--- src/rtl/gaes_pkg.sv ---
package gaes_pkg;

  localparam int DATA_W   = 32;
  localparam int ENV_W    = 6;
  localparam int FACTOR_W = 17;
  localparam int COEF_W   = 18;
  localparam int FRAC_W   = 16;
  localparam int WIDE_W   = 38;

  localparam logic [FACTOR_W-1:0] DISCOUNT_RST    = 17'd64881;
  localparam logic [FACTOR_W-1:0] TRACE_DECAY_RST = 17'd62259;

  localparam logic signed [WIDE_W-1:0] SAT_HI = 38'sd2147483647;
  localparam logic signed [WIDE_W-1:0] SAT_LO = -38'sd2147483648;

  // register index, taken from paddr[2]
  typedef enum logic {
    REG_DISCOUNT    = 1'b0,
    REG_TRACE_DECAY = 1'b1
  } reg_idx_t;

  // factors handed to the datapath
  typedef struct packed {
    logic [FACTOR_W-1:0] discount;
    logic [COEF_W-1:0]   coef;      // round(gamma * lambda), Q2.16
  } cfg_t;

  // one item moving through the pipeline
  typedef struct packed {
    logic              valid;
    logic [ENV_W-1:0]  env;
    logic              in_range;  // env below ENV_COUNT: reads and writes state
    logic              keep;      // bootstrap and carry are used
    logic [DATA_W-1:0] reward;
    logic [DATA_W-1:0] value;
  } stage_t;

  // item that has left the MAC stage; entries of the write history
  typedef struct packed {
    logic              valid;
    logic              wr;
    logic [ENV_W-1:0]  env;
    logic [DATA_W-1:0] adv;
    logic [DATA_W-1:0] value;
  } wb_t;

  function automatic logic [DATA_W-1:0] sat32(input logic signed [WIDE_W-1:0] v);
    logic [DATA_W-1:0] r;
    if (v > SAT_HI) begin
      r = 32'h7FFF_FFFF;
    end else if (v < SAT_LO) begin
      r = 32'h8000_0000;
    end else begin
      r = v[DATA_W-1:0];
    end
    return r;
  endfunction

endpackage

--- src/rtl/gaes_datapath.sv ---
module gaes_datapath #(
  parameter int ENV_COUNT = 64,
  parameter int AW        = 6
) (
  input  logic                            clk,
  input  logic                            rst,
  input  gaes_pkg::cfg_t                  cfg,
  input  logic                            in_valid,
  output logic                            in_ready,
  input  logic [gaes_pkg::ENV_W-1:0]      in_env,
  input  logic                            in_final,
  input  logic                            in_done,
  input  logic [gaes_pkg::DATA_W-1:0]     in_reward,
  input  logic [gaes_pkg::DATA_W-1:0]     in_value,
  output logic                            out_valid,
  input  logic                            out_ready,
  output logic [gaes_pkg::DATA_W-1:0]     out_adv,
  output logic [gaes_pkg::DATA_W-1:0]     out_ret,
  output logic                            rd_en,
  output logic [AW-1:0]                   rd_addr,
  input  logic [2*gaes_pkg::DATA_W-1:0]   rd_data,
  output logic                            wr_en,
  output logic [AW-1:0]                   wr_addr,
  output logic [2*gaes_pkg::DATA_W-1:0]   wr_data
);

  localparam int XW = (AW > gaes_pkg::ENV_W) ? AW : gaes_pkg::ENV_W;

  function automatic logic [AW-1:0] to_addr(input logic [gaes_pkg::ENV_W-1:0] e);
    logic [XW-1:0] x;
    x = XW'(e);
    return x[AW-1:0];
  endfunction

  logic            advance;
  logic            in_range_in;
  gaes_pkg::stage_t s1, s1_next, s2, s3;
  gaes_pkg::wb_t   wb0, wb0_next, wb1, wb2;

  logic [gaes_pkg::DATA_W-1:0] vn_sel, vn, s2_madv, s3_madv, carry_sel, carry;
  logic signed [49:0]          prod_g, s2_prod, prod_r;
  logic signed [33:0]          rnd_g;
  logic signed [35:0]          delta, s3_delta;
  logic signed [50:0]          mac;
  logic signed [53:0]          acc;
  logic [gaes_pkg::DATA_W-1:0] adv_sat, ret_sat;
  logic signed [32:0]          ret_full;

  // all stages move together; the output register is the only place that waits
  assign advance  = !out_valid || out_ready;
  assign in_ready = advance;

  assign in_range_in = 32'(in_env) < ENV_COUNT;
  assign rd_en       = advance;
  assign rd_addr     = to_addr(in_env);

  always_comb begin
    s1_next.valid    = in_valid;
    s1_next.env      = in_env;
    s1_next.in_range = in_range_in;
    s1_next.keep     = in_range_in && !in_final && !in_done;
    s1_next.reward   = in_reward;
    s1_next.value    = in_value;
  end

  // stage 1: next value, newest writer first (stage 2, stage 3, last written)
  always_comb begin
    priority if (s2.valid && s2.in_range && s2.env == s1.env) begin
      vn_sel = s2.value;
    end else if (s3.valid && s3.in_range && s3.env == s1.env) begin
      vn_sel = s3.value;
    end else if (wb0.wr && wb0.env == s1.env) begin
      vn_sel = wb0.value;
    end else begin
      vn_sel = rd_data[gaes_pkg::DATA_W-1:0];
    end
  end

  assign vn     = s1.keep ? vn_sel : '0;
  assign prod_g = $signed({1'b0, cfg.discount}) * $signed(vn);

  // stage 2: delta, exact
  assign prod_r = s2_prod + 50'sd32768;
  assign rnd_g  = prod_r[49:16];
  assign delta  = $signed({{4{s2.reward[31]}}, s2.reward}) + 36'(rnd_g)
                  - $signed({{4{s2.value[31]}}, s2.value});

  // stage 3: carry from the three items that left after this one read memory
  always_comb begin
    priority if (wb0.wr && wb0.env == s3.env) begin
      carry_sel = wb0.adv;
    end else if (wb1.wr && wb1.env == s3.env) begin
      carry_sel = wb1.adv;
    end else if (wb2.wr && wb2.env == s3.env) begin
      carry_sel = wb2.adv;
    end else begin
      carry_sel = s3_madv;
    end
  end

  assign carry = s3.keep ? carry_sel : '0;
  assign mac   = $signed({1'b0, cfg.coef}) * $signed(carry);
  // rounding constant and delta folded into one sum before the shift
  assign acc   = 54'(mac) + $signed({s3_delta, 16'd0}) + 54'sd32768;
  assign adv_sat = gaes_pkg::sat32(acc[53:16]);

  always_comb begin
    wb0_next.valid = s3.valid;
    wb0_next.wr    = s3.valid && s3.in_range;
    wb0_next.env   = s3.env;
    wb0_next.adv   = adv_sat;
    wb0_next.value = s3.value;
  end

  assign wr_en   = advance && s3.valid && s3.in_range;
  assign wr_addr = to_addr(s3.env);
  assign wr_data = {adv_sat, s3.value};

  // output stage: return from the registered advantage
  assign ret_full = $signed({wb0.adv[31], wb0.adv}) + $signed({wb0.value[31], wb0.value});
  assign ret_sat  = gaes_pkg::sat32(38'(ret_full));

  always_ff @(posedge clk) begin
    if (rst) begin
      s1.valid  <= 1'b0;
      s2.valid  <= 1'b0;
      s3.valid  <= 1'b0;
      wb0.valid <= 1'b0;
      wb0.wr    <= 1'b0;
      wb1.valid <= 1'b0;
      wb1.wr    <= 1'b0;
      wb2.valid <= 1'b0;
      wb2.wr    <= 1'b0;
      out_valid <= 1'b0;
    end else if (advance) begin
      s1        <= s1_next;
      s2        <= s1;
      s2_prod   <= prod_g;
      s2_madv   <= rd_data[2*gaes_pkg::DATA_W-1:gaes_pkg::DATA_W];
      s3        <= s2;
      s3_delta  <= delta;
      s3_madv   <= s2_madv;
      wb0       <= wb0_next;
      wb1       <= wb0;
      wb2       <= wb1;
      out_valid <= wb0.valid;
      out_adv   <= wb0.adv;
      out_ret   <= ret_sat;
    end
  end

endmodule

--- config.mk ---
export PLATFORM = sky130hd
export DESIGN_NAME = gaes_datapath
export DESIGN_NICKNAME = d
export VERILOG_FILES = /design/src/rtl/gaes_pkg.sv /design/src/rtl/gaes_datapath.sv
export SDC_FILE = /design/constraint.sdc
export NUM_CORES = 2
export LEC_CHECK = 0
export BUFFER_PORTS_ARGS = -buffer_cell sky130_fd_sc_hd__buf_4
export CORE_ASPECT_RATIO = 1.2
export CORE_MARGIN = 2
export CORE_UTILIZATION = 25
export CTS_BUF_LIST = sky130_fd_sc_hd__clkbuf_4
export DETAILED_ROUTE_END_ITERATION = 6
export HOLD_SLACK_MARGIN = 0.03
export PLACE_DENSITY = 0.46
export SETUP_SLACK_MARGIN = 0.2
export SYNTH_ARGS = -nofsm -noshare
export SYNTH_HDL_FRONTEND = slang
export SYNTH_SLANG_ARGS = --single-unit
--- constraint.sdc ---
create_clock -name clk -period 68.6 [get_ports clk]
set_input_delay 3.43 -clock clk [delete_from_list [all_inputs] [get_ports clk]]
set_output_delay 3.43 -clock clk [all_outputs]
set_load 0.005 [all_outputs]
# Yosys cells after proc, flatten, opt, wreduce, memory -nomap -nowiden
# Cells that the tools add are included.
[totals]
ff_bits = 515
in_bits = 175
[op_classes]
add_sub_neg = 6
n_mul = 2
order_cmp = 4
eq_ne = 6
muxes = 11
n_bitwise = 1
n_reduce_logical = 13
[op_table]
columns = ["operator", "count"]
rows = [
  ["2-to-1 mux 32 bit", 11],
  ["adder 53 x 17 -> 54 bit (second input constant)", 1],
  ["adder 51 x 52 -> 53 bit", 1],
  ["multiplier 19 x 32 -> 51 bit", 1],
  ["adder 50 x 17 -> 50 bit (second input constant)", 1],
  ["multiplier 18 x 32 -> 50 bit", 1],
  ["> comparator 38 x 32 -> 1 bit (second input constant)", 1],
  ["less-than comparator 38 x 32 -> 1 bit (second input constant)", 1],
  ["== test 6 bit", 6],
  ["subtractor 35 x 32 -> 36 bit", 1],
  ["adder 32 x 34 -> 35 bit", 1],
  ["adder 32 x 32 -> 33 bit", 1],
  ["> comparator 33 x 32 -> 1 bit (second input constant)", 1],
  ["less-than comparator 33 x 32 -> 1 bit (second input constant)", 1],
  ["logical AND 1 bit", 8],
  ["zero test 1 bit", 3],
  ["AND reduction 2 bit", 1],
  ["logical OR 1 bit", 1],
  ["NOT 1 bit", 1],
]

# Longest topological paths before layout
[logic_depth]
depth_word = 12
mapped_depth = 39
mapped_depth_nobuf = 34

# Worst setup path after synthesis
# No wires, ideal clock.
[synth_path]
kind = "input-to-reg"
from = "in out_ready"
to = "reg out_ret[0] (netlist bit), enable pin"
setup_time_ns = 1.363
arrival_time_ns = 24.051
required_time_ns = 67.237
path_slack_ns = 43.186
stages = 3
n_path_buf = 1
cell_sequence = "nor2b_1 clkbuf_1 nor2_1"
[synth_via]
elab_chain_cells = 2
[synth_rtl]
columns = ["element", "line", "rtl"]
rows = [
  ["start, declared", "gaes_datapath.sv:16", "input logic out_ready,"],
  ["logical OR 1 bit", "gaes_datapath.sv:50", "assign advance = !out_valid || out_ready;"],
  ["AND reduction 2 bit (no source line)", "--", ""],
  ["end signal, assigned", "gaes_datapath.sv:148", "out_ret <= ret_sat;"],
  ["end, declared", "gaes_datapath.sv:18", "output logic [gaes_pkg::DATA_W-1:0] out_ret,"],
]
# Every way passes these cells.
# A chain may end at the register's enable or synchronous reset.

# Final worst setup path
[layout_path]
from = "reg s3 (netlist bit wr_addr[0])"
to = "out wr_data[43] (netlist bit)"
[layout_via]
elab_chain_cells = 12
[layout_rtl]
columns = ["element", "line", "rtl"]
rows = [
  ["start, declared", "gaes_datapath.sv:37", "gaes_pkg::stage_t s1, s1_next, s2, s3;"],
  ["== test 6 bit", "gaes_datapath.sv:94", "end else if (wb2.wr && wb2.env == s3.env) begin"],
  ["logical AND 1 bit", "gaes_datapath.sv:94", ""],
  ["2-to-1 mux 32 bit", "gaes_datapath.sv:94", ""],
  ["2-to-1 mux 32 bit", "gaes_datapath.sv:92", "end else if (wb1.wr && wb1.env == s3.env) begin"],
  ["2-to-1 mux 32 bit (*)", "gaes_datapath.sv:90", "priority if (wb0.wr && wb0.env == s3.env) begin"],
  ["2-to-1 mux 32 bit (*)", "gaes_datapath.sv:101", "assign carry = s3.keep ? carry_sel : '0;"],
  ["multiplier 19 x 32 -> 51 bit (*)", "gaes_datapath.sv:102", "assign mac = $signed({1'b0, cfg.coef}) * $signed(carry);"],
  ["adder 51 x 52 -> 53 bit (*)", "gaes_datapath.sv:104", "assign acc = 54'(mac) + $signed({s3_delta, 16'd0}) + 54'sd32768;"],
  ["adder 53 x 17 -> 54 bit (*)", "gaes_datapath.sv:104", ""],
  ["less-than comparator 38 x 32 -> 1 bit", "gaes_pkg.sv:51", "end else if (v < SAT_LO) begin"],
  ["2-to-1 mux 32 bit", "gaes_pkg.sv:51", ""],
  ["2-to-1 mux 32 bit (*)", "gaes_pkg.sv:49", "if (v > SAT_HI) begin"],
  ["end, declared", "gaes_datapath.sv:24", "output logic [2*gaes_pkg::DATA_W-1:0] wr_data"],
]
# Every way passes the cells marked *; elsewhere a longest branch is shown, timed or not.

==> impl_metrics.sql <==
INSERT INTO impl_metrics (metric_group, metric, value, unit) VALUES
('clocking', 'post-cts-setup-buffer-count', '0', ''),
('clocking', 'root_driver', 'clkbuf_4', ''),
('worst_setup_path', 'register_to_register_path_depth', '34', ''),
('synthesis', 'compound_cell_area_share_of_the_yosys_netlist', '6.12', '%'),
('clocking', 'clock_latency', '1110', 'ps'),
('worst_setup_path', 'crit_path_top_delay_cell', 'nor4_4', ''),
('synthesis', 'synth_fa_ha_area_share', '43.3', '%'),
('worst_setup_path', 'setup.reg_to_reg.worst_slack', '56290', 'ps'),
('clocking', 'cts_tree', 'done', ''),
('worst_hold_path', 'min_delay_worst_endpoint', 's3_madv[16]', ''),
('sta', 'fin_ws', '51920', 'ps'),
('die', 'floorplan.die.width', '462', 'µm'),
('die', 'initial_utilization', '25.2', '%'),
('die', 'placement_rows', '201', ''),
('synthesis', 'synthSimpleGateAreaFrac', '12.8', '%'),
('sta', 'finalSetupViolCount', '0', ''),
('synthesis', 'synth_top_family_by_area', 'adder cells', ''),
('sta', 'min_period_over_period', '24.3', '%'),
('clocking', 'worst_setup_hold_path_clk_slew', '60', 'ps'),
('placement', 'io_buffers', '318', ''),
('sta', 'setup_tns', '0', 'ps'),
('worst_setup_path', 'timing.rr.end', 'wb0[41]', ''),
('clocking', 'post_cts_resize_count', '0', ''),
('worst_setup_path', 'timing.critical_path.fanout_max', '48', ''),
('sta', 'hold_viol', '0', ''),
('cells_and_area', 'n_fill_cell', '26500', ''),
('synthesis', 'ys.flop_type', 'edfxtp_1', ''),
('synthesis', 'synth_mux_area_share', '0.987', '%'),
('route', 'totalWireLength', '213', 'mm'),
('route', 'avgViaCountPerCell', '4.43', ''),
('worst_setup_path', 'critPathCaptureType', 'output pin', ''),
('die', 'fp.dieH', '553', 'µm'),
('sta', 'clock.fmax', '59.9', 'MHz'),
('synthesis', 'synth_top_area_share', '36.8', '%'),
('synthesis', 'seq_area_frac_synth', '23.8', '%'),
('route', 'routedWlPerCell', '21.6', 'µm'),
('worst_setup_path', 'crit_type', 'register to output pin', ''),
('synthesis', 'syn_area', '62900', 'µm²'),
('worst_hold_path', 'hold_path_class', 'register to register', ''),
('worst_setup_path', 'critPathMostFrequentCell', 'fa_1', ''),
('clocking', 'cts-root-to-sink-buffers', '4', ''),
('worst_setup_path', 'crit_arrival', '13250', 'ps'),
('synthesis', 'synth_top_area_cell', 'fa_1', ''),
('synthesis', 'syn_nets', '7787', ''),
('synthesis', 'synthArstFlopShare', '0', '%'),
('cells_and_area', 'layout.cells.most_common', 'inv_1', ''),
('route', 'drc', '0', ''),
('synthesis', 'synth-edff-count', '494', ''),
('sta', 'relSlewSlack', '18.5', '%'),
('route', 'antenna_left', '0', ''),
('cells_and_area', 'leading_cell_types_in_the_layout_fill_and_taps_excluded', 'inv_1 (1,341), fa_1 (1,157), nand2_1 (728)', ''),
('cells_and_area', 'multi_input_area', '41600', 'µm²'),
('synthesis', 'post_synth.cell_area_avg', '10.2', 'µm²'),
('synthesis', 'yosys-top-cells-area', 'fa_1 (37%), edfxtp_1 (24%), inv_1 (8.0%), ha_1 (6.3%), and2_1 (4.9%)', ''),
('synthesis', 'netlist_instances', '6136', ''),
('cells_and_area', 'area_growth_syn_to_layout', '12.4', '%'),
('grt', 'grt_antenna_before_repair', '28', ''),
('placement', 'placement.setup.worst_slack', '52570', 'ps'),
('run', 'max_cap_violations', '0', ''),
('worst_setup_path', 'critical_path.max_stage_delay', '780', 'ps'),
('grt', 'first_global_vias', '48200', ''),
('synthesis', 'synth-warning-count', '0', ''),
('sta', 'maxSlewViolCount', '0', ''),
('status', 'status', 'complete, no violations', ''),
('worst_hold_path', 'hold_path_startpoint', 's2_madv[16]', ''),
('grt', 'grt_max_degree', '133', ''),
('grt', 'grt_pass1_wl', '317', 'mm'),
('sta', 'finalClockSkew', '131', 'ps'),
('sta', 'grt_setup_unrepaired', 'false', ''),
('synthesis', 'yosys.cell_types.count', '76', ''),
('worst_hold_path', 'min_path_cells', '0', '');
metrics by stage:
step                util [%]  instance area, µm²  hold WS, ps  std cells
finish                  28.3               70700          318       9842
global route            28.3               70700          323       9838
CTS                     28.3               70700          290       9833
detailed placement      27.6               68900          405       9589
global placement        27.6               68900          401       9589
floorplan                  -               62900          400       6136
cells in the mapped netlist (all sizes together) (66+ instances only):
cell	number
a211oi	75
a21o	66
a21oi	203
and2	494
buf	91
clkbuf	210
edfxtp	494
fa	1157
ha	319
inv	1342
nand2	728
nor2	195
o21ai	91
xnor2	139
state kept, by name (all words and copies together), names as in the netlist:
signal / flops
s1: 72
s2_madv: 32
wr_data: 32
s3: 2
wr_addr: 6
wb1: 39
out_ret: 32
s2: 72
wb2: 39
wb0: 71
s3_delta: 36
s2_prod: 35
s3_madv: 32
worst max-delay path, delay by kind of cell, from the launching register on:
family | cells | cell delay, ps
fa+ha+maj | 8 | 3910
compound gates | 12 | 3730
simple gates | 6 | 1820
buf+inv | 8 | 1810
flops | 1 | 540
xor+xnor | 1 | 200
kinds of logic (layout without fill, tap and decap cells):
kind of cell / Yosys count / in the layout
adder cells (fa/ha/maj): 1482 / 1482
multiplexers: 62 / 62
AO/OA/AOI/OAI: 589 / 589
buffers and inverters: 1643 / 1991
flip-flops: 500 / 500
other: 0 / 9
XOR/XNOR: 199 / 199
AND/OR/NAND/NOR: 1661 / 1661
worst max-delay path by stage:
stage	from	to	slack (ps)
after floorplan	out_ready	out_ret[0]	43190
after global placement	cfg[4]	wr_data[32]	52590
after detailed placement	cfg[4]	wr_data[43]	52570
after CTS	wr_addr[0]	wr_data[43]	51810
after global routing	wr_addr[1]	wr_data[43]	51320
final	wr_addr[0]	wr_data[43]	51920
metal layers:
layer | wire [µm] | track usage, % | up-vias
li1 | - | - | 19400
met1 | 86900 | 21.0 | 22600
met2 | 105000 | 28.8 | 1267
met3 | 11500 | 2.64 | 339
met4 | 9070 | 6.73 | 4
met5 | 26 | 0 | -
cell type report:
class	count	area share, %
repair buffers	405	4.32
clock buffers	206	2.19
flip-flops and latches	500	21.2
multi-input cells	3993	58.9
clock inverters	38	0.366
diodes	9	0.0319
inverters	1342	7.12
well taps	3349	5.93
Power is not shown: default switching activity piles up to over one toggle a cycle in this logic, so the estimate is an artifact.
