==> config.mk <==
export PLATFORM = sky130hd
export DESIGN_NAME = gaes_cfg
export DESIGN_NICKNAME = d
export VERILOG_FILES = /design/src/rtl/gaes_pkg.sv /design/src/rtl/gaes_cfg.sv
export SDC_FILE = /design/constraint.sdc
export NUM_CORES = 1
export LEC_CHECK = 0
export ABC_AREA = 1
export ABC_CLOCK_PERIOD_IN_PS = 5050
export BUFFER_PORTS_ARGS = -buffer_cell sky130_fd_sc_hd__buf_2
export CORE_AREA = 2 2 150 152
export DETAILED_ROUTE_END_ITERATION = 8
export DIE_AREA = 0 0 152 154
export PLACE_DENSITY_LB_ADDON = 0.05
export SLEW_MARGIN = 20
export SYNTH_ARGS = -nofsm -noshare
export SYNTH_HDL_FRONTEND = slang
export SYNTH_SLANG_ARGS = --single-unit
==> constraint.sdc <==
create_clock -name clk -period 5.05 [get_ports clk]
set_input_delay 0 -clock clk [delete_from_list [all_inputs] [get_ports clk]]
set_output_delay 0 -clock clk [all_outputs]
set_load 0.01 [all_outputs]
==> src/rtl/gaes_pkg.sv <==
package gaes_pkg;

  localparam int DATA_W   = 32;
  localparam int ENV_W    = 6;
  localparam int FACTOR_W = 17;
  localparam int COEF_W   = 18;
  localparam int FRAC_W   = 16;
  localparam int WIDE_W   = 38;

  localparam logic [FACTOR_W-1:0] DISCOUNT_RST    = 17'd64881;
  localparam logic [FACTOR_W-1:0] TRACE_DECAY_RST = 17'd62259;

  localparam logic signed [WIDE_W-1:0] SAT_HI = 38'sd2147483647;
  localparam logic signed [WIDE_W-1:0] SAT_LO = -38'sd2147483648;

  // register index, taken from paddr[2]
  typedef enum logic {
    REG_DISCOUNT    = 1'b0,
    REG_TRACE_DECAY = 1'b1
  } reg_idx_t;

  // factors handed to the datapath
  typedef struct packed {
    logic [FACTOR_W-1:0] discount;
    logic [COEF_W-1:0]   coef;      // round(gamma * lambda), Q2.16
  } cfg_t;

  // one item moving through the pipeline
  typedef struct packed {
    logic              valid;
    logic [ENV_W-1:0]  env;
    logic              in_range;  // env below ENV_COUNT: reads and writes state
    logic              keep;      // bootstrap and carry are used
    logic [DATA_W-1:0] reward;
    logic [DATA_W-1:0] value;
  } stage_t;

  // item that has left the MAC stage; entries of the write history
  typedef struct packed {
    logic              valid;
    logic              wr;
    logic [ENV_W-1:0]  env;
    logic [DATA_W-1:0] adv;
    logic [DATA_W-1:0] value;
  } wb_t;

  function automatic logic [DATA_W-1:0] sat32(input logic signed [WIDE_W-1:0] v);
    logic [DATA_W-1:0] r;
    if (v > SAT_HI) begin
      r = 32'h7FFF_FFFF;
    end else if (v < SAT_LO) begin
      r = 32'h8000_0000;
    end else begin
      r = v[DATA_W-1:0];
    end
    return r;
  endfunction

endpackage

==> src/rtl/gaes_cfg.sv <==
module gaes_cfg (
  input  logic                           clk,
  input  logic                           rst,
  input  logic                           psel,
  input  logic                           penable,
  input  logic                           pwrite,
  input  logic [2:0]                     paddr,
  input  logic [31:0]                    pwdata,
  output logic [31:0]                    prdata,
  output logic                           pready,
  output gaes_pkg::cfg_t                 cfg
);

  logic [gaes_pkg::FACTOR_W-1:0] discount;
  logic [gaes_pkg::FACTOR_W-1:0] trace_decay;
  logic [gaes_pkg::COEF_W-1:0]   coef;
  logic [34:0]                   coef_prod;
  logic                          wr;
  gaes_pkg::reg_idx_t            idx;

  assign pready = 1'b1;
  assign wr     = psel && penable && pwrite;
  assign idx    = gaes_pkg::reg_idx_t'(paddr[2]);

  always_ff @(posedge clk) begin
    if (rst) begin
      discount    <= gaes_pkg::DISCOUNT_RST;
      trace_decay <= gaes_pkg::TRACE_DECAY_RST;
    end else if (wr) begin
      unique case (idx)
        gaes_pkg::REG_DISCOUNT:    discount    <= pwdata[gaes_pkg::FACTOR_W-1:0];
        gaes_pkg::REG_TRACE_DECAY: trace_decay <= pwdata[gaes_pkg::FACTOR_W-1:0];
        default: ;
      endcase
    end
  end

  // combined factor, rounded to Q2.16; registered, so it follows the registers in the next cycle
  assign coef_prod = 35'(discount * trace_decay) + 35'd32768;

  always_ff @(posedge clk) begin
    coef <= coef_prod[33:16];
  end

  always_comb begin
    unique case (idx)
      gaes_pkg::REG_DISCOUNT:    prdata = 32'(discount);
      gaes_pkg::REG_TRACE_DECAY: prdata = 32'(trace_decay);
      default:                   prdata = '0;
    endcase
  end

  assign cfg.discount = discount;
  assign cfg.coef     = coef;

endmodule

# Yosys cells after proc, flatten, opt, wreduce, memory -nomap -nowiden
# Index checks and enable logic that the tools add are counted.
[word_totals] register_bits=52 out_inout_bits=68 wordCells=11
[classes] add_sub_neg=1 multipliers=1 n_mux=1 bitwise=1 reduce_logical=4
[op_table] operator="$pmux 32 s2" count=1
[op_table] operator="$add 34x16->34 const B" count=1
[op_table] operator="$mul 17x17->34" count=1
[op_table] operator="$reduce_and 2->1" count=2
[op_table] operator="$logic_and 1x1->1" count=2
[op_table] operator="$not 1->1" count=1

# Depth between registers and ports, before layout
# Gate-level depths: netlist of the first run.
[logic_depth] ltp_word=3 mapped_depth=27 ltp_nobuf=25

# Worst setup path after synthesis of the first run
# Ideal clock, no wire load.
[synth_timing] kind="register -> register" start="register discount[16] in the netlist's numbering" end="register coef[10] in the netlist's numbering" setup_ps=112 t_arrival_ps=5159 required_time_ps=4938 slack_ps=-221 path_stages_with_launch=22 path_buffers=2 synth_period_minus_slack_ps=5271 cell_sequence="dfxtp_1 clkbuf_1 clkbuf_1 nand2_1 fa_1 fa_1 inv_1 fa_1 fa_1 fa_1 inv_1 fa_1 inv_1 ha_1 nand2_2 nor2_1 inv_1 nor3_2 nand2_1 and2_4 nand3_1 nand2_1"
[synth_between] elab_chain_cells=2
[synth_lines] element="start, declared" line_no="gaes_cfg.sv:14" source="logic [gaes_pkg::FACTOR_W-1:0] discount;"
[synth_lines] element="start signal, assigned" line_no="gaes_cfg.sv:27" source="discount <= gaes_pkg::DISCOUNT_RST;"
[synth_lines] element="start signal, assigned" line_no="gaes_cfg.sv:31" source="gaes_pkg::REG_DISCOUNT: discount <= pwdata[gaes_pkg::FACTOR_W-1:0];"
[synth_lines] element="$mul 17x17->34" line_no="gaes_cfg.sv:39" source="assign coef_prod = 35'(discount * trace_decay) + 35'd32768;"
[synth_lines] element="$add 34x16->34" line_no="gaes_cfg.sv:39"
[synth_lines] element="net coef_prod[26]" line_no="gaes_cfg.sv:17" source="logic [34:0] coef_prod;"
[synth_lines] element="end signal, assigned" line_no="gaes_cfg.sv:42" source="coef <= coef_prod[33:16];"
[synth_lines] element="end, declared" line_no="gaes_cfg.sv:16" source="logic [gaes_pkg::COEF_W-1:0] coef;"
# The timed path passes the listed nets, and every way through them passes these cells.
# A chain may end at the register's enable or synchronous reset.

# Worst setup path in the final report of the first run
[layout_timing] start="register trace_decay[5] in the netlist's numbering" end="register coef[7] in the netlist's numbering"
[layout_between] elab_chain_cells=2
[layout_lines] element="start, declared" line_no="gaes_cfg.sv:15" source="logic [gaes_pkg::FACTOR_W-1:0] trace_decay;"
[layout_lines] element="start signal, assigned" line_no="gaes_cfg.sv:28" source="trace_decay <= gaes_pkg::TRACE_DECAY_RST;"
[layout_lines] element="start signal, assigned" line_no="gaes_cfg.sv:32" source="gaes_pkg::REG_TRACE_DECAY: trace_decay <= pwdata[gaes_pkg::FACTOR_W-1:0];"
[layout_lines] element="$mul 17x17->34" line_no="gaes_cfg.sv:39"
[layout_lines] element="$add 34x16->34" line_no="gaes_cfg.sv:39"
[layout_lines] element="net coef_prod[23]" line_no="gaes_cfg.sv:17"
# The timed path passes the listed nets, and every way through them passes these cells.

==> results.md, run 1 <==
- Ant diodes: 0
- CP max stage delay: 0.57 ns
- RSZ-0062 raised after global routing: yes
- CTS Root Cell: clkbuf_16
- Initial detailed-routing violation count: 592
- Worst-Margin Slew: 1.00 ns
- Synthesized area per cell: 7.34 µm²
- DRC: 0
- Total CTS buffers: 5
- Htree depth: 2
- Design area: 14800 µm²
- Hpwl dp: 28500 µm
- Final hold vios: 0
- R2R depth: 20
- Hold Path Origin: penable
- CTS Buffer Depth: 2
- Worst path arrival time: 5.30 ns
- Initial antenna violation count: 0
- Core ar.: 21700 µm²
- Tot GR Track Use: 0.304
- Detail-routed via count per cell: 5.00
- Final setup margin: -0.0318 ns
- Yosys reg bits: 52
- Mapped Cells: 1656
- Pin count of the biggest net entering global routing: 35
- Initial Util: 0.561
- Clk slew on worst S/H paths: 0.08 ns
- Flop2flop setup slack: -0.03 ns
- First-pass GRT wire length: 56100 µm
- Die ar.: 23400 µm²
- Worst EP required: 5.27 ns
- Commonest non-fill, non-tap cell in the layout: nand2_1
- Largest fanout on the critical path: 10
- Antenna Nets Post-Route: 0
- FF-to-FF End: coef[7]
- Max Cap Viol: 0
- Post-DP Area: 13600 µm²
- Placer congestion estimate: 0.933
- Outcome: complete, but fails checks
- CP Class: flop to flop
- Total number of vias: 10512
- Fillers: 1906
- Worst-Skew Late Latency: 0.30 ns
- Distinct cell type count after synthesis: 38
- WL/cell: 16.5 µm
- Die Width: 152 µm
- Crit path top cell by count: fa_1
- Setup crit start kind: flop
- Worst reg2reg startpoint: trace_decay[5]
- FP Rows: 54
- Ports: 108
- Number of stages on the worst hold path: 5
- Die height: 154 µm
- Violated checks: setup timing
- Synthesized cell area: 12200 µm²
- Port Buffer Count: 74
- Skew final: 0.00593 ns
- Fin. max-slew vios: 0
- CP max-delay cell: fa_2
- WL final: 34600 µm
- Most frequent cells in the layout: 478 x nand2_1, 417 x inv_1, 214 x fa_1
- Crit-path cells: buf_12 > nand2_1 > inv_1 > fa_1 > inv_1 > fa_1 > fa_1 > inv_1 > fa_2 > fa_1 > fa_1 > ha_4 > buf_6 > nand2_2 > nor2_4 > inv_2 > nor3_4 > o21ai_1 > nand3_2 > xor2_1
- Sequential area share after synthesis: 0.0856
- Synth Warn #: 0
- Worst slew margin: 0.330
- CTS tree: built
- Total clock sinks: 52
- Total gr overflow: 0
- Final period util: 1.01
- Layout cell share with drive strength beyond 1: 0.218
- Number of global-route vias before repair: 10923
- Crit path buf inv count: 6
- DRT Pass-1 Iters: 6
- Final net count: 2202
- Final setup violation count: 4
- CP Capture Type: flop
- Max Clock Freq: 0.197 GHz
- Area Growth Syn to Fin: 21.7%
- Hold Path Class: input port to flop
- Worst Hold End: discount[6]
- Top Family by Delay on Critical Path: adder cells
- Hold Slack: 0.372 ns
- Min Tclk post-route: 5.08 ns
registers in the layout, summed over array words and instances (netlist names):
| signal | count |
|---|---|
| coef | 18 |
| trace_decay | 17 |
| discount | 17 |
worst max-delay path by stage:
stage,start,to,depth (start not counted)
2_1_floorplan,discount[13],coef[10],21
3_3_place_gp,discount[5],coef[15],21
3_5_place_dp,discount[5],coef[15],21
4_1_cts,trace_decay[5],coef[15],23
5_1_grt,trace_decay[5],coef[15],22
6_report,trace_decay[5],coef[7],20
through the flow:
stage	setup TNS, ns	util	worst slack (ns)	instances
floorplan	0	-	0.000595	1670
global route	-2.34	0.682	-0.227	2103
global placement	-4.12	0.629	-0.354	2061
finish	-0.0748	0.682	-0.0318	2103
CTS	-0.279	0.657	-0.0571	2091
detailed placement	-4.36	0.629	-0.370	2061
cell type report:
| cell class | count | area (µm²) | share of cell area |
|---|---|---|---|
| flip-flops and latches | 52 | 1110 | 0.0749 |
| clock buffers | 7 | 143 | 0.00964 |
| well taps | 280 | 350 | 0.0237 |
| clock inverters | 1 | 7.51 | 0.000507 |
| repair buffers | 239 | 1880 | 0.127 |
| inverters | 441 | 1660 | 0.112 |
| multi-input cells | 1083 | 9650 | 0.652 |
worst register-to-register path, stage by stage, from the launching register on:
cell and delay [ns]:
dfxtp_4 0.36, buf_12 0.14, nand2_1 0.07, inv_1 0.05
fa_1 0.52, inv_1 0.05, fa_1 0.47, fa_1 0.52
inv_1 0.07, fa_2 0.57, fa_1 0.42, fa_1 0.51
ha_4 0.33, buf_6 0.11, nand2_2 0.09, nor2_4 0.13
inv_2 0.06, nor3_4 0.16, o21ai_1 0.13, nand3_2 0.09
xor2_1 0.18
metal layers:
metal / global-route usage / vias up / share of wire
met4: 0.0837 / 0 / 0.028
met2: 0.567 / 277 / 0.53
li1: - / 5027 / -
met5: 0 / - / 0
met1: 0.381 / 5153 / 0.40
met3: 0.0209 / 55 / 0.046
cells in the mapped netlist:
cell,number,area [µm²]
o21ai_0,29,145
nor2_2,5,31.3
fa_1,224,4480
nor2_4,4,45.0
o21ai_1,2,10.0
buf_4,18,135
o21bai_1,3,22.5
conb_1,2,7.51
buf_2,4,20.0
nor4_2,1,12.5
dfxtp_1,52,1040
buf_6,1,11.3
and3_1,1,6.26
nor3_2,3,30.0
clkbuf_1,55,206
nor4_1,1,6.26
nand2_4,1,11.3
o21a_1,1,7.51
ha_1,116,1450
xor2_1,6,52.6
nand3_1,45,225
a21oi_1,35,175
a21o_1,3,22.5
nand4_1,1,6.26
inv_1,436,1640
nor2_1,66,248
nand3b_1,1,7.51
inv_2,4,15.0
and2_4,1,8.76
xnor2_1,3,26.3
nand3_2,1,10.0
nand2_1,493,1850
and2_1,1,6.26
o21ai_2,1,8.76
nor3_1,6,30.0
buf_1,16,60.1
clkinv_1,1,3.75
nand2_2,13,81.3
timing repair:
item / 4_1_cts / 5_1_grt
hold endpoints to repair: 29 / 0
setup buffers: 5 / 12
gates resized for setup: 76 / 127
pin swaps: 25 / 58
setup endpoints to repair: 18 / 18
hold buffers: 17 / 0
logic make-up (layout without fill, tap and decap cells):
| kind of cell | count (synthesis) | in the layout | share of synthesized area |
|---|---|---|---|
| AND/OR/NAND/NOR | 644 | 644 | 0.215 |
| buffers and inverters | 535 | 688 | 0.172 |
| other | 2 | 16 | 0.000618 |
| adder cells (fa/ha/maj) | 340 | 340 | 0.488 |
| AO/OA/AOI/OAI | 74 | 74 | 0.0322 |
| XOR/XNOR | 9 | 9 | 0.00648 |
| flip-flops | 52 | 52 | 0.0856 |
Power of run 1 is left out: the tool's default activity adds up to more than one toggle a clock period on the data nets, which glitch-free logic cannot reach.
==> run 2: changes to the inputs <==
- ABC_AREA: 1 -> not set
- CORE_AREA: 2 2 150 152 -> 2 2 145 147
- DIE_AREA: 0 0 152 154 -> 0 0 147 149
==> run 2 against run 1 <==
The flow still finishes with violations (setup timing). Register-to-register slack worse by 0.31 ns. Sequential share of layout area up 0.52 points. Global-route usage down 2.9 points. Final cell count down 18%. Worst setup slack worse by 0.31 ns. Routed wire length down 17%. Largest cell class unchanged. Highest routed layer unchanged.
==> results.md, run 2 <==
- Outcome: complete, but fails checks
- Violated checks: setup timing
- Distinct cell type count after synthesis: 49 (+29%)
- Worst slack, placed: -0.444 ns (-0.0738 ns)
- Detail-routed via count per cell: 5.11 (+2.3%)
- Fillers: 1777 (-6.8%)
- Number of global-route vias before repair: 9260 (-15%)
- Total gr overflow: 0 (unchanged)
- Final period util: 1.07 (+0.0611)
- Total CTS buffers: 5 (unchanged)
- Clk slew on worst S/H paths: 0.08 ns (about the same)
- Sequential cell area: 1110 µm² (+0.57%)
- Synthesized area per cell: 9.08 µm² (+24%)
- Total clock sinks: 52 (unchanged)
- Biggest regs: coef: 18 flops, discount: 17 flops, trace_decay: 17 flops
- Ant diodes: 0 (unchanged)
- Placed cell count: 1669 (-19%)
- Hold Slack: 0.194 ns (-0.178 ns)
- Core ar.: 20600 µm² (-5.2%)
- Die height: 149 µm (-3.2%)
- Area of the multi-input gates: 9550 µm² (-1.1%)
- Skew final: 0.00478 ns (-0.00114 ns)
- Synth Area in Adders: 0.519 (+0.0313)
- Ports: 108 (unchanged)
- Die ar.: 21900 µm² (-6.4%)
- Htree depth: 2 (unchanged)
- Count leader, synth: inv_1
- Final setup margin: -0.341 ns (-0.309 ns)
- Final Non-Filler Cells: 1718 (-18%)
- Worst path arrival time: 5.62 ns (+0.32 ns)
- Die Width: 147 µm (-3.3%)
- Synthesized cell area: 11400 µm² (-6.0%)
- Max Cap Viol: 0 (unchanged)
- Initial detailed-routing violation count: 382 (-35%)
- List of most frequent post-synthesis cells: 233 x inv_1, 224 x fa_1, 187 x nand2_1
- Flop2flop setup slack: -0.34 ns (-0.31 ns)
- Most frequent cells in the layout: 225 x inv_1, 215 x fa_1, 181 x nand2_1
- Largest family of logic cells by synthesized area: adder cells
- Final hold vios: 0 (unchanged)
- RSZ-0062 raised after global routing: yes
- Final net count: 1822 (-17%)
- Synth Area in Compound Gates: 0.0545 (+0.0223)
- Fin. max-slew vios: 0 (unchanged)
- Initial Util: 0.556 (-0.00482)
- Area contributors post-synth: fa_1 39%, ha_1 13%, dfxtp_1 9.1%
- Pin count of the biggest net entering global routing: 35 (unchanged)
- Worst EP required: 5.28 ns (about the same)
- Hpwl dp: 23900 µm (-16%)
- Largest fanout on the critical path: 3 (-7)
- Yosys reg bits: 52 (unchanged)
- First-pass GRT wire length: 47100 µm (-16%)
- WL final: 28800 µm (-17%)
- Yosys top cell area share: 0.392 (+0.0237)
- Mux share of post-synthesis cell area: 0.0220 (+0.0220)
- WL/cell: 16.8 µm (+2.0%)
- Worst-Margin Slew: 0.913 ns (-0.0908 ns)
- Commonest non-fill, non-tap cell in the layout: inv_1
- Hold Path Class: input port to flop
- Min Tclk post-route: 5.39 ns (+0.309 ns)
- CTS tree: built
- Sequential area share after synthesis: 0.0911 (+0.00549)
- Antenna Nets Post-Route: 0 (unchanged)
- Port Buffer Count: 74 (unchanged)
- Synth Area in Simple Gates: 0.185 (-0.0298)
- Max reg flops: 18 (unchanged)
- Post-Synth XOR/XNOR Area: 0.0161 (+0.00961)
- Mapped Cells: 1259 (-24%)
- Setup crit start kind: flop
- DRT Pass-1 Iters: 5 (-1)
- FP Rows: 53 (-1.9%)
- Largest Register: coef
- DRC: 0 (unchanged)
- Worst-Skew Late Latency: 0.31 ns (about the same)
- Post-synth EDFFs: 0 (unchanged)
- CTS Root Cell: clkbuf_16
- Area Growth Syn to Fin: 21.7% (about the same)
- Synth Warn #: 0 (unchanged)
- CTS Buffer Depth: 2 (unchanged)
- Util after Layout: 0.676 (-0.00581)
- Tot GR Track Use: 0.274 (-0.0294)
- Layout cell share with drive strength beyond 1: 0.258 (+0.0402)
- CP Class: flop to flop
- Final setup violation count: 15 (+11)
- Initial antenna violation count: 0 (unchanged)
- Main synth FF type: dfxtp_1
- Share of synthesized flip-flops with an asynchronous set or reset: 0 (unchanged)
- Area leader, netlist: fa_1
- Placer congestion estimate: 0.871 (-6.7%)
- CP Capture Type: flop
- Worst slew margin: 0.390 (+0.0594)
- Total number of vias: 8784 (-16%)
- Max Clock Freq: 0.186 GHz (-5.7%)
-- run 2: critical path, cell delays in order, from the launching register on --
cell,delay [ns]
dfxtp_4,0.36
buf_6,0.13
buf_6,0.11
and2_4,0.15
fa_1,0.55
fa_1,0.46
fa_1,0.55
fa_1,0.59
fa_1,0.45
fa_1,0.53
ha_4,0.30
buf_6,0.10
nand4_4,0.09
nor2b_4,0.16
nor3_2,0.05
a211oi_2,0.34
a21oi_4,0.08
o21ai_2,0.17
xnor2_1,0.14
-- run 2: path summary, 6_finish.rpt --
path / cells past startpoint / endpoint / start
setup / recovery: 18 / coef[15] / discount[3]
hold / removal: 2 / discount[2] / rst
setup reg to reg: 18 / coef[15] / discount[3]
hold reg to reg: 2 / trace_decay[0] / trace_decay[0]
-- run 2: layout make-up --
type,instances,area share
timing repair buffer,247,0.135
multi-input combinational,903,0.687
sequential,52,0.0801
clock buffer,5,0.00900
tap,275,0.0248
clock inverter,3,0.00180
inverter,233,0.0629
-- run 2: kinds of logic after synthesis --
| kind of cell | after synthesis |
|---|---|
| XOR/XNOR | 21 |
| AND/OR/NAND/NOR | 414 |
| flip-flops | 52 |
| other | 2 |
| buffers and inverters | 318 |
| AO/OA/AOI/OAI | 89 |
| multiplexers | 23 |
| adder cells (fa/ha/maj) | 340 |
-- run 2: per-stage QoR --
| step | setup TNS [ns] | area [µm²] |
|---|---|---|
| 2_1_floorplan | -1.13 | 11900 |
| 3_3_place_gp | -3.96 | 13000 |
| 3_5_place_dp | -4.90 | 13000 |
| 4_1_cts | -3.26 | 13600 |
| 5_1_grt | -6.23 | 13900 |
| 6_report | -3.80 | 13900 |
-- run 2: what timing repair did --
| action | 4_1_cts | 5_1_grt |
|---|---|---|
| endpoints found under the hold margin | 32 | 0 |
| gates resized for setup | 56 | 59 |
| setup endpoints to repair | 16 | 18 |
| pin swaps | 36 | 55 |
| hold buffers | 17 | 0 |
| buffers inserted | 16 | 12 |
-- run 2: layer usage --
| metal | global-route usage | wire, µm | share of wire | vias up |
|---|---|---|---|---|
| met2 | 0.507 | 15700 | 0.55 | 150 |
| met5 | 0 | 0 | 0 | - |
| li1 | - | - | - | 4130 |
| met3 | 0.0150 | 677 | 0.023 | 46 |
| met1 | 0.347 | 11600 | 0.40 | 4458 |
| met4 | 0.0894 | 827 | 0.029 | 0 |
Power of run 2 is left out for the same reason.
